===== src/tkd_pkg.sv =====
// ----------------------------------------------------------------------------
// tkd_pkg: shared types and constants for the terminal key decoder
// Transaction payloads, escape tracker phases, key bit positions and the
// hold countdown width.
// ----------------------------------------------------------------------------
package tkd_pkg;

    // Width of each per-key hold countdown
    localparam int HOLD_BITS    = 10;
    localparam int HOLD_CFG_W   = 10;
    localparam int CFG_DATA_W   = 10;
    localparam int CFG_INDEX_W  = 1;

    // Register indexes of the configuration port
    localparam logic [CFG_INDEX_W-1:0] CFG_RAW_MODE   = 1'd0;
    localparam logic [CFG_INDEX_W-1:0] CFG_HOLD_TICKS = 1'd1;

    localparam logic                  RAW_MODE_RESET   = 1'b1;
    localparam logic [HOLD_CFG_W-1:0] HOLD_TICKS_RESET = 10'd150;

    // Input transaction kinds
    localparam logic [1:0] KIND_BYTE      = 2'd0;
    localparam logic [1:0] KIND_TICK      = 2'd1;
    localparam logic [1:0] KIND_BURST_END = 2'd2;
    localparam logic [1:0] KIND_HOST_MASK = 2'd3;

    // Byte values
    localparam logic [7:0] BYTE_ESC     = 8'h1B;
    localparam logic [7:0] BYTE_CTRL_D  = 8'h04;
    localparam logic [7:0] FINAL_LOW    = 8'h40;
    localparam logic [7:0] FINAL_HIGH   = 8'h7E;
    localparam logic [7:0] BYTE_CSI     = 8'h5B; // '['
    localparam logic [7:0] BYTE_FIN_UP  = 8'h41; // 'A'
    localparam logic [7:0] BYTE_FIN_DN  = 8'h42; // 'B'
    localparam logic [7:0] BYTE_W_LO    = 8'h77;
    localparam logic [7:0] BYTE_W_UP    = 8'h57;
    localparam logic [7:0] BYTE_S_LO    = 8'h73;
    localparam logic [7:0] BYTE_S_UP    = 8'h53;
    localparam logic [7:0] BYTE_SPACE   = 8'h20;
    localparam logic [7:0] BYTE_LF      = 8'h0A;
    localparam logic [7:0] BYTE_CR      = 8'h0D;

    // Key bit positions in the mask
    localparam int KEY_W     = 0;
    localparam int KEY_S     = 1;
    localparam int KEY_UP    = 2;
    localparam int KEY_DOWN  = 3;
    localparam int KEY_SPACE = 4;
    localparam int KEY_ESC   = 5;
    localparam int KEY_ENTER = 6;
    localparam int KEY_ANY   = 7;
    localparam int NUM_KEYS  = 8;

    typedef enum logic [1:0] {
        ESC_NORMAL  = 2'd0,
        ESC_SAW_ESC = 2'd1,
        ESC_SAW_CSI = 2'd2
    } t_esc_phase;

    typedef struct packed {
        logic [1:0] kind;
        logic [7:0] data_byte;
    } t_in_item;

    typedef struct packed {
        logic [7:0] key_mask;
        logic       text_valid;
        logic [7:0] text_byte;
        logic       console_eof;
    } t_out_item;

    // Decoder result for one transaction
    typedef struct packed {
        logic [NUM_KEYS-1:0] load_keys;
        logic                text_valid;
        logic                eof_next;
    } t_dec_res;

    // Control for the hold countdown bank
    typedef struct packed {
        logic                tick;
        logic                host_wr;
        logic [7:0]          host_bits;
        logic [NUM_KEYS-1:0] load_keys;
    } t_hold_ctrl;

    // Hold time as loaded into a countdown, saturated at the countdown width
    function automatic logic [HOLD_BITS-1:0] hold_load(input logic [HOLD_CFG_W-1:0] ticks);
        logic [31:0] wide;
        wide = 32'(ticks);
        if ((wide >> HOLD_BITS) != 32'd0) begin
            return '1;
        end
        return HOLD_BITS'(wide);
    endfunction

endpackage


===== src/tkd_esc_decode.sv =====
// ----------------------------------------------------------------------------
// tkd_esc_decode: escape tracker and byte classifier
// Holds the escape phase and the end-of-file flag, and turns each transaction
// into key hits, a text flag and the next end-of-file state.
// ----------------------------------------------------------------------------
module tkd_esc_decode (
    input  logic              i_clk,
    input  logic              i_rst_n,
    input  logic              i_fire,
    input  tkd_pkg::t_in_item i_item,
    input  logic              i_raw_mode,
    output tkd_pkg::t_dec_res o_res
);
    import tkd_pkg::*;

    t_esc_phase          r_phase;
    t_esc_phase          n_phase;
    logic                r_eof;
    logic                n_eof;
    logic [NUM_KEYS-1:0] keys;
    logic                text_valid;
    logic                plain_path;
    logic [7:0]          ch;

    assign ch = i_item.data_byte;

    // Work out the next phase, hits and text for this transaction
    always_comb begin
        n_phase    = r_phase;
        n_eof      = r_eof;
        keys       = '0;
        text_valid = 1'b0;
        plain_path = 1'b0;
        if (i_item.kind == KIND_BYTE && !r_eof) begin
            unique case (r_phase)
                ESC_SAW_ESC: begin
                    if (ch == BYTE_CSI) begin
                        n_phase = ESC_SAW_CSI;
                    end else begin
                        // lone escape: count it, then treat this byte normally
                        n_phase        = ESC_NORMAL;
                        keys[KEY_ESC]  = 1'b1;
                        keys[KEY_ANY]  = 1'b1;
                        plain_path     = 1'b1;
                    end
                end
                ESC_SAW_CSI: begin
                    // swallow parameter bytes until a final byte
                    if (ch == BYTE_FIN_UP) begin
                        keys[KEY_UP]  = 1'b1;
                        keys[KEY_ANY] = 1'b1;
                        n_phase       = ESC_NORMAL;
                    end else if (ch == BYTE_FIN_DN) begin
                        keys[KEY_DOWN] = 1'b1;
                        keys[KEY_ANY]  = 1'b1;
                        n_phase        = ESC_NORMAL;
                    end else if (ch >= FINAL_LOW && ch <= FINAL_HIGH) begin
                        keys[KEY_ANY] = 1'b1;
                        n_phase       = ESC_NORMAL;
                    end
                end
                default: begin
                    n_phase    = ESC_NORMAL;
                    plain_path = 1'b1;
                end
            endcase
            if (plain_path) begin
                if (ch == BYTE_ESC) begin
                    n_phase = ESC_SAW_ESC;
                end else if (i_raw_mode && ch == BYTE_CTRL_D) begin
                    n_eof = 1'b1;
                end else begin
                    text_valid    = 1'b1;
                    keys[KEY_ANY] = 1'b1;
                    if (ch == BYTE_W_LO || ch == BYTE_W_UP) begin
                        keys[KEY_W] = 1'b1;
                    end else if (ch == BYTE_S_LO || ch == BYTE_S_UP) begin
                        keys[KEY_S] = 1'b1;
                    end else if (ch == BYTE_SPACE) begin
                        keys[KEY_SPACE] = 1'b1;
                    end else if (ch == BYTE_LF || ch == BYTE_CR) begin
                        keys[KEY_ENTER] = 1'b1;
                    end
                end
            end
        end else if (i_item.kind == KIND_BURST_END && !r_eof && r_phase == ESC_SAW_ESC) begin
            // end of burst after a lone escape
            n_phase       = ESC_NORMAL;
            keys[KEY_ESC] = 1'b1;
            keys[KEY_ANY] = 1'b1;
        end
    end

    always_comb begin
        o_res.load_keys  = keys;
        o_res.text_valid = text_valid;
        o_res.eof_next   = n_eof;
    end

    // Advance tracker state on each processed transaction
    always_ff @(posedge i_clk) begin
        if (!i_rst_n) begin
            r_phase <= ESC_NORMAL;
            r_eof   <= 1'b0;
        end else if (i_fire) begin
            r_phase <= n_phase;
            r_eof   <= n_eof;
        end
    end

endmodule


===== src/tkd_hold_bank.sv =====
// ----------------------------------------------------------------------------
// tkd_hold_bank: per-key hold countdowns and host key mask
// Loads countdowns on hits, decrements them on ticks and forms the key mask
// from the updated state.
// ----------------------------------------------------------------------------
module tkd_hold_bank (
    input  logic                           i_clk,
    input  logic                           i_rst_n,
    input  logic                           i_fire,
    input  tkd_pkg::t_hold_ctrl            i_ctrl,
    input  logic [tkd_pkg::HOLD_BITS-1:0]  i_load_value,
    output logic [7:0]                     o_key_mask
);
    import tkd_pkg::*;

    logic [HOLD_BITS-1:0] r_remain [NUM_KEYS];
    logic [HOLD_BITS-1:0] n_remain [NUM_KEYS];
    logic [7:0]           r_host;
    logic [7:0]           n_host;
    logic [NUM_KEYS-1:0]  held;

    // Next countdown values and held flags
    always_comb begin
        for (int b = 0; b < NUM_KEYS; b++) begin
            n_remain[b] = r_remain[b];
            if (i_ctrl.load_keys[b]) begin
                n_remain[b] = i_load_value;
            end else if (i_ctrl.tick && r_remain[b] != '0) begin
                n_remain[b] = r_remain[b] - HOLD_BITS'(1);
            end
            held[b] = (n_remain[b] != '0);
        end
        n_host = i_ctrl.host_wr ? i_ctrl.host_bits : r_host;
    end

    assign o_key_mask = n_host | held;

    // Hold countdowns and host mask
    always_ff @(posedge i_clk) begin
        if (!i_rst_n) begin
            for (int b = 0; b < NUM_KEYS; b++) begin
                r_remain[b] <= '0;
            end
            r_host <= '0;
        end else if (i_fire) begin
            for (int b = 0; b < NUM_KEYS; b++) begin
                r_remain[b] <= n_remain[b];
            end
            r_host <= n_host;
        end
    end

endmodule


===== src/terminal_key_decoder_core.sv =====
// ----------------------------------------------------------------------------
// terminal_key_decoder_core: terminal byte to key mask and text decoder
// Input register, single-pass decode and countdown update, result register.
// ----------------------------------------------------------------------------
// Flow: an accepted transaction waits in the input register, is decoded and
// then lands in the result register; a result that is not taken stalls it.
// Throughput: one transaction per cycle while results are taken; the decode and
// countdown update are one pass between the input register and the result register.
// Reset: synchronous, active low; clears tracker, countdowns, host mask, EOF
// flag and both pipeline valids; raw mode to 1 and hold time to 150 ticks.
module terminal_key_decoder_core (
    input  logic                             i_clk,
    input  logic                             i_rst_n,
    input  logic                             i_in_valid,
    output logic                             o_in_ready,
    input  tkd_pkg::t_in_item                i_in,
    output logic                             o_out_valid,
    input  logic                             i_out_ready,
    output tkd_pkg::t_out_item               o_out,
    input  logic                             i_cfg_we,
    input  logic [tkd_pkg::CFG_INDEX_W-1:0]  i_cfg_index,
    input  logic [tkd_pkg::CFG_DATA_W-1:0]   i_cfg_data
);
    import tkd_pkg::*;

    logic                  r_raw_mode;
    logic [HOLD_CFG_W-1:0] r_hold_ticks;
    logic                  r_in_valid;
    t_in_item              r_in;
    logic                  r_out_valid;
    t_out_item             r_out;
    logic                  fire;
    t_dec_res              dec_res;
    t_hold_ctrl            hold_ctrl;
    logic [7:0]            key_mask;
    logic [HOLD_BITS-1:0]  load_value;

    // Configuration writes
    always_ff @(posedge i_clk) begin
        if (!i_rst_n) begin
            r_raw_mode   <= RAW_MODE_RESET;
            r_hold_ticks <= HOLD_TICKS_RESET;
        end else if (i_cfg_we) begin
            unique case (i_cfg_index)
                CFG_RAW_MODE:   r_raw_mode   <= i_cfg_data[0];
                CFG_HOLD_TICKS: r_hold_ticks <= i_cfg_data[HOLD_CFG_W-1:0];
                default: ;
            endcase
        end
    end

    // Process the held transaction when the result register can take it
    assign fire       = r_in_valid && (!r_out_valid || i_out_ready);
    assign o_in_ready = !r_in_valid || fire;

    // Input register
    always_ff @(posedge i_clk) begin
        if (!i_rst_n) begin
            r_in_valid <= 1'b0;
        end else if (o_in_ready) begin
            r_in_valid <= i_in_valid;
        end
    end

    always_ff @(posedge i_clk) begin
        if (o_in_ready && i_in_valid) begin
            r_in <= i_in;
        end
    end

    tkd_esc_decode u_esc_decode (
        .i_clk      (i_clk),
        .i_rst_n    (i_rst_n),
        .i_fire     (fire),
        .i_item     (r_in),
        .i_raw_mode (r_raw_mode),
        .o_res      (dec_res)
    );

    assign load_value = hold_load(r_hold_ticks);

    always_comb begin
        hold_ctrl.tick      = (r_in.kind == KIND_TICK);
        hold_ctrl.host_wr   = (r_in.kind == KIND_HOST_MASK);
        hold_ctrl.host_bits = r_in.data_byte;
        hold_ctrl.load_keys = dec_res.load_keys;
    end

    tkd_hold_bank u_hold_bank (
        .i_clk        (i_clk),
        .i_rst_n      (i_rst_n),
        .i_fire       (fire),
        .i_ctrl       (hold_ctrl),
        .i_load_value (load_value),
        .o_key_mask   (key_mask)
    );

    // Result register
    always_ff @(posedge i_clk) begin
        if (!i_rst_n) begin
            r_out_valid <= 1'b0;
        end else if (fire) begin
            r_out_valid <= 1'b1;
        end else if (i_out_ready) begin
            r_out_valid <= 1'b0;
        end
    end

    always_ff @(posedge i_clk) begin
        if (fire) begin
            r_out.key_mask    <= key_mask;
            r_out.text_valid  <= dec_res.text_valid;
            r_out.text_byte   <= dec_res.text_valid ? r_in.data_byte : 8'd0;
            r_out.console_eof <= dec_res.eof_next;
        end
    end

    assign o_out_valid = r_out_valid;
    assign o_out       = r_out;

endmodule

===== config.mk =====
export PLATFORM = sky130hd
export DESIGN_NAME = terminal_key_decoder_core
export DESIGN_NICKNAME = d
export VERILOG_FILES = /design/src/tkd_pkg.sv /design/src/tkd_esc_decode.sv /design/src/tkd_hold_bank.sv /design/src/terminal_key_decoder_core.sv
export SDC_FILE = /design/constraint.sdc
export NUM_CORES = 1
export LEC_CHECK = 0
export ABC_AREA = 1
export BUFFER_PORTS_ARGS = -buffer_cell sky130_fd_sc_hd__clkbuf_2
export CAP_MARGIN = 10
export CORE_MARGIN = 2
export CORE_UTILIZATION = 41
export CTS_BUF_LIST = sky130_fd_sc_hd__clkbuf_8
export DETAILED_ROUTE_END_ITERATION = 10
export GPL_ROUTABILITY_DRIVEN = 0
export SETUP_SLACK_MARGIN = 0.5
export SLEW_MARGIN = 10
export SYNTH_ARGS = -nofsm -noshare
export SYNTH_HDL_FRONTEND = slang
export SYNTH_HIERARCHICAL = 1
export SYNTH_SLANG_ARGS = --single-unit

===== constraint.sdc =====
create_clock -name i_clk -period 8.75 [get_ports i_clk]
set_input_delay 0.875 -clock i_clk [delete_from_list [all_inputs] [get_ports i_clk]]
set_output_delay 0.875 -clock i_clk [all_outputs]
set_load 0.01 [all_outputs]

Word level (Yosys, flattened, before mapping) --
Memory sizes are Yosys's and may differ from the RTL's. Cells that the tools add are included.
Operators by class: multipliers 0, reductions and logical operators 45, bitwise operators 10, magnitude comparators 2, shift-type cells 0, mux-type cells 84, divide/modulo/power cells 0, add/sub/neg operators 8, eq/ne operators 17
Operators with widths (count):
- $mux 10 | 24
- $reduce_bool 10->1 | 16
- $sub 10x1->10 const B | 8
- $eq 8x7->1 const B | 7
- $mux 1 | 40
- $mux 2 | 15
- $eq 8x4->1 const B | 2
- $logic_and 1x1->1 | 15
- $eq 8x3->1 const B | 1
- $eq 8x5->1 const B | 1
- $eq 8x6->1 const B | 1
- $ge 8x7->1 const B | 1
- $le 8x7->1 const B | 1
- $mux 8 | 1
- $or 1x1->1 | 8
- $or 8x8->8 | 1
- $eq 2x2->1 const B | 3
- $reduce_and 2->1 | 3
- $logic_or 1x1->1 | 5
- $mux 5 | 1
- $eq 2x1->1 const B | 2
- $pmux 1 s2 | 2
- $pmux 2 s2 | 1
- $reduce_bool 2->1 | 2
- 3 further kinds | 5
Word-level totals: bits of input ports 26, bits in registers 52, ROM bits 0, word-level logic and storage cells 180, output and inout bits 20, memory bits (writable) 80, memories 1, bits in latches 0
Memories:
- u_hold_bank.r_remain | words 8, width 10, read ports 8, clocked after Yosys merged registers in 0, write ports 8, RTL line tkd_hold_bank.sv:16 | logic [HOLD_BITS-1:0] r_remain [NUM_KEYS];

Longest topological paths before layout --
depth in word-level cells 13, gate-level depth with buffers 18, mapped depth without buffers 17

By module --
Netlist, hierarchy kept.
Modules (own cells, without submodules):
- tkd_hold_bank | instances 1, sequential area each 2562.5 um2, area an instance 7140.6 um2, cells an instance 1085
- terminal_key_decoder_core | instances 1, sequential area each 1101.1 um2, area an instance 1437.6 um2, cells an instance 123
- tkd_esc_decode | instances 1, sequential area each 60.1 um2, area an instance 536.8 um2, cells an instance 97

Worst setup path before layout --
No wires, ideal clock.
path type input to register, start in i_out_ready, end mem u_hold_bank.r_remain[0][0], enable pin, buffers on the path 1, arrival time 4.616 ns, stages 4, setup slack 3.658 ns, required time 8.275 ns, library setup time 0.475 ns, cell sequence inv_1 a21oi_1 or2_2 clkbuf_1
RTL lines:
- from (decl) | RTL line terminal_key_decoder_core.sv:18 | input logic i_out_ready,
- to (decl) | RTL line tkd_hold_bank.sv:16

==> flow_metrics.py <==
metrics = {
    "status": {
        "status": "finished clean",
    },
    "clock_tree": {
        "ctsHoldBuffers": 0,
        "cts_num_sinks": 132,
        "clk-insertion-delay-late_ns": 0.44,
        "cts_tree": "built",
        "root_buffer": "clkbuf_8",
        "htreeDepth": 4,
        "cts_buffer_depth": 2,
        "clk_pin_slew_ns": 0.08,
        "numCtsBuffers": 17,
        "cts_resized": 0,
        "postCtsSetupBuffers": 0,
    },
    "routing": {
        "routed_wl_mm": 23.8,
        "vias": 8301,
        "detail-route-antenna-nets": 0,
        "drtPass1Iterations": 5,
        "drt_iter0_drc": 574,
        "drc": 0,
        "routedWlPerCell_um": 14.6,
        "via_per_inst": 5.10,
    },
    "placement": {
        "dpl.hpwl_mm": 16.8,
        "io_buffers": 45,
    },
    "logic_synthesis": {
        "synth_mux_area_share_pct": 0,
        "synth_fp_nets": 1341,
        "synth_xor_area_share_pct": 2.40,
        "syn_avg_cell_area_um2": 6.98,
        "synth_edf_count": 108,
        "synth_area_mm2": 0.00911,
        "ys_seq_area_share_pct": 40.9,
        "synth_compound_area_share_pct": 5.72,
        "ys_warn_count": 6,
        "ys.flop_type": "edfxtp_1",
        "synth_cell_type_count": 41,
        "syn_inst": 1305,
        "synth_top_family_by_area": "simple AND/OR/NAND/NOR gates",
        "synth_simple_gate_area_share_pct": 40.6,
        "async_flop_share_pct": 0,
        "synth_fa_ha_area_share_pct": 1.37,
        "synth_seq_cells": 132,
    },
    "floorplan": {
        "chipHeight_um": 153,
        "io_pins": 46,
        "core_mm2": 0.0218,
        "start_util_pct": 41.8,
        "die_x_um": 153,
        "rows": 54,
        "dieArea_mm2": 0.0234,
    },
    "sta": {
        "fmax_ghz": 0.317,
        "setup_viol": 0,
        "final_max_slew_viol_count": 0,
        "skew_ns": 0.00955,
        "period_needed_ns": 3.15,
        "finalSetupTns_ns": 0,
        "grt_setup_unrepaired": "no",
        "slew_headroom_pct": 24.5,
        "finalHoldViolCount": 0,
        "tightest_slew_ns": 1.13,
        "finalCritPeriodShare_pct": 36.0,
    },
    "flow_run": {
        "maxCapViolations": 0,
    },
    "global_route": {
        "overflow": 0,
        "grt_util_all_layers_pct": 20.5,
        "grt_first_pass_wirelength_mm": 38.5,
        "grt_max_degree": 84,
        "antenna_found_initial": 0,
        "top_usage_layer": "met2",
        "gr-usage-met1_pct": 26.4,
        "met3_usage_pct": 3.63,
        "first_global_vias": 7865,
        "grt_util_met2_pct": 34.6,
    },
    "cells_and_area": {
        "num-nets-final": 1371,
        "areaGrowthSynthToFinish_pct": 9.62,
        "fillCellCount": 2164,
        "drive_gt1_share_pct": 11.9,
        "regArea_mm2": 0.00372,
        "diodes": 0,
        "multiInputGateArea_mm2": 0.00459,
    },
    "worst_setup_path": {
        "path_buf_inv": 2,
        "ff2ff_setup_slack_ns": 5.60,
        "crit_family": "simple AND/OR/NAND/NOR gates",
        "r2r_cells": 17,
        "crit_arrival_ns": 3.34,
        "cp_slowest_cell": "nor2_1",
        "worstPathCellList": "inv_2 > nand2_2 > nor2_2 > nand2_2 > nand2_4 > nand2_4 > nand2_4 > nor2_4 > nand2_2 > nor2_1 > inv_1 > nand2_1 > nor2_1 > nor2_1 > nand3_1 > nor2_1 > nand3_1",
        "crit_top_cell": "nor2_1",
        "cp_data_required_time_ns": 8.94,
        "cp-start-kind": "register",
        "critical_path_class": "register to register",
        "worstSetupStartpoint": "hold_ctrl[10]",
        "crit_path_end_kind": "register",
        "timing.rr.end": "o_out[14]",
        "r2r-start": "hold_ctrl[10]",
        "path_max_fanout": 11,
        "crit_path_max_incr_delay_ns": 0.56,
    },
    "power": {
        "ir_drop_mv": 0.110,
        "p_total_w": 0.00163,
        "p_per_area_mw_per_mm2": 163,
        "p_leak_nw": 4.58,
    },
    "worst_hold_path": {
        "worstHoldPathCells": 2,
        "hold_end": "u_hold_bank/r_host[1]",
        "hold_start": "u_hold_bank/r_host[1]",
        "hold_class": "register to register",
    },
}
-- cells in the mapped netlist (2+ instances only) --
| master | n | area [µm²] |
|---|---|---|
| nor2_4 | 8 | 90.1 |
| inv_1 | 144 | 541 |
| nor2_1 | 199 | 747 |
| nor4_1 | 3 | 18.8 |
| or2_2 | 3 | 18.8 |
| o21ai_2 | 2 | 17.5 |
| clkbuf_1 | 20 | 75.1 |
| nor3_1 | 9 | 45.0 |
| nand2_2 | 13 | 81.3 |
| o22ai_1 | 8 | 50.1 |
| xor2_1 | 17 | 149 |
| buf_2 | 14 | 70.1 |
| buf_6 | 2 | 22.5 |
| clkinv_1 | 2 | 7.51 |
| nand3_2 | 2 | 20.0 |
| and2_1 | 2 | 12.5 |
| a21oi_4 | 2 | 32.5 |
| nand3_1 | 151 | 756 |
| ha_1 | 10 | 125 |
| o21ai_1 | 22 | 110 |
| edfxtp_1 | 108 | 3240 |
| nor2_2 | 12 | 75.1 |
| o21ai_0 | 15 | 75.1 |
| buf_1 | 2 | 7.51 |
| inv_2 | 18 | 67.6 |
| dfxtp_1 | 24 | 480 |
| buf_4 | 4 | 30.0 |
| a21oi_1 | 37 | 185 |
| a21oi_2 | 3 | 26.3 |
| nand2_1 | 396 | 1490 |
| nand4_1 | 20 | 125 |
| nand3b_1 | 10 | 75.1 |
| xnor2_1 | 8 | 70.1 |
| nand2_4 | 8 | 90.1 |
-- final cells by class --
cell class | count | share of cell area (%)
Timing Repair Buffer | 53 | 2.86
Inverter | 165 | 6.22
Tap cell | 280 | 3.51
Clock inverter | 15 | 1.89
Sequential cell | 132 | 37.3
Clock buffer | 17 | 2.34
Multi-Input combinational cell | 966 | 45.9
-- kinds of logic after synthesis --
family / count (synthesis)
fa+ha+maj: 10
simple gates: 839
xor+xnor: 25
flops: 132
compound gates: 92
buf+inv: 207
-- layout by cell type (no fill, tap or decap), types with 3 or more instances in the layout --
master,netlist,layout
nand3_1,151,151
bufinv_16,0,4
nor2_1,199,198
o21ai_1,22,22
clkbuf_2,0,45
nand2_1,396,395
inv_1,144,145
nor2_2,12,12
nand2_4,8,8
nor3_1,9,9
dfxtp_1,24,24
nand2_2,13,14
xnor2_1,8,8
clkbuf_8,0,17
a21oi_2,3,3
o21ai_0,15,15
a21oi_4,2,3
nand3b_1,10,10
buf_4,4,8
xor2_1,17,17
nand4_1,20,20
ha_1,10,10
nor2_4,8,9
clkinv_1,2,5
o22ai_1,8,8
clkinvlp_4,0,3
a21oi_1,37,36
inv_2,18,18
edfxtp_1,108,108
nor4_1,3,3
-- registers in the layout, indices dropped and copies added (netlist names) --
register	cells
hold_ctrl	8
o_out	18
r_raw_mode	1
u_esc_decode/r_phase	2
u_hold_bank/r_remain	80
o_out_valid	1
u_hold_bank/r_host	8
u_esc_decode/r_eof	1
r_in	2
load_value	10
r_in_valid	1
-- tightest hold or removal path: stages (launching register included) --
cell and delay (ns):
dfxtp_1 0.30, inv_1 0.06, o22ai_1 0.08
-- metrics by stage --
stage / util, % / setup WS [ns] / cell area [µm²] / cells / hold slack, ns
floorplan: - / 3.66 / 9110 / 1305 / 0.442
global placement: 43.8 / 5.48 / 9570 / 1596 / 0.460
detailed placement: 43.8 / 5.44 / 9570 / 1596 / 0.474
CTS: 45.8 / 5.65 / 9990 / 1628 / 0.487
global route: 45.8 / 5.35 / 9990 / 1628 / 0.513
finish: 45.8 / 5.60 / 9990 / 1628 / 0.487
-- report_power, final --
group	total, W	switching, W	internal, W
registers	0.000771	0.0000452	0.000725
logic	0.000304	0.000203	0.000101
clock network	0.000554	0.000247	0.000307
-- metal layers --
layer	share of wire, %	up-vias
met5	0	-
met4	2.2	0
met3	5.9	34
met2	47	230
met1	45	3776
li1	-	4261
-- how the worst max path moves through the flow --
stage                                              to  slack (ns)  cells past startpoint
after floorplan            u_hold_bank/r_remain[0][0]        3.66                      4
after global placement    u_hold_bank/r_remain[1][18]        5.48                      4
after detailed placement  u_hold_bank/r_remain[1][16]        5.44                      4
after CTS                                   o_out[14]        5.65                     17
after global routing                        o_out[14]        5.35                     17
final                                       o_out[14]        5.60                     17
No activity file was read; power rests on OpenSTA's default activity.
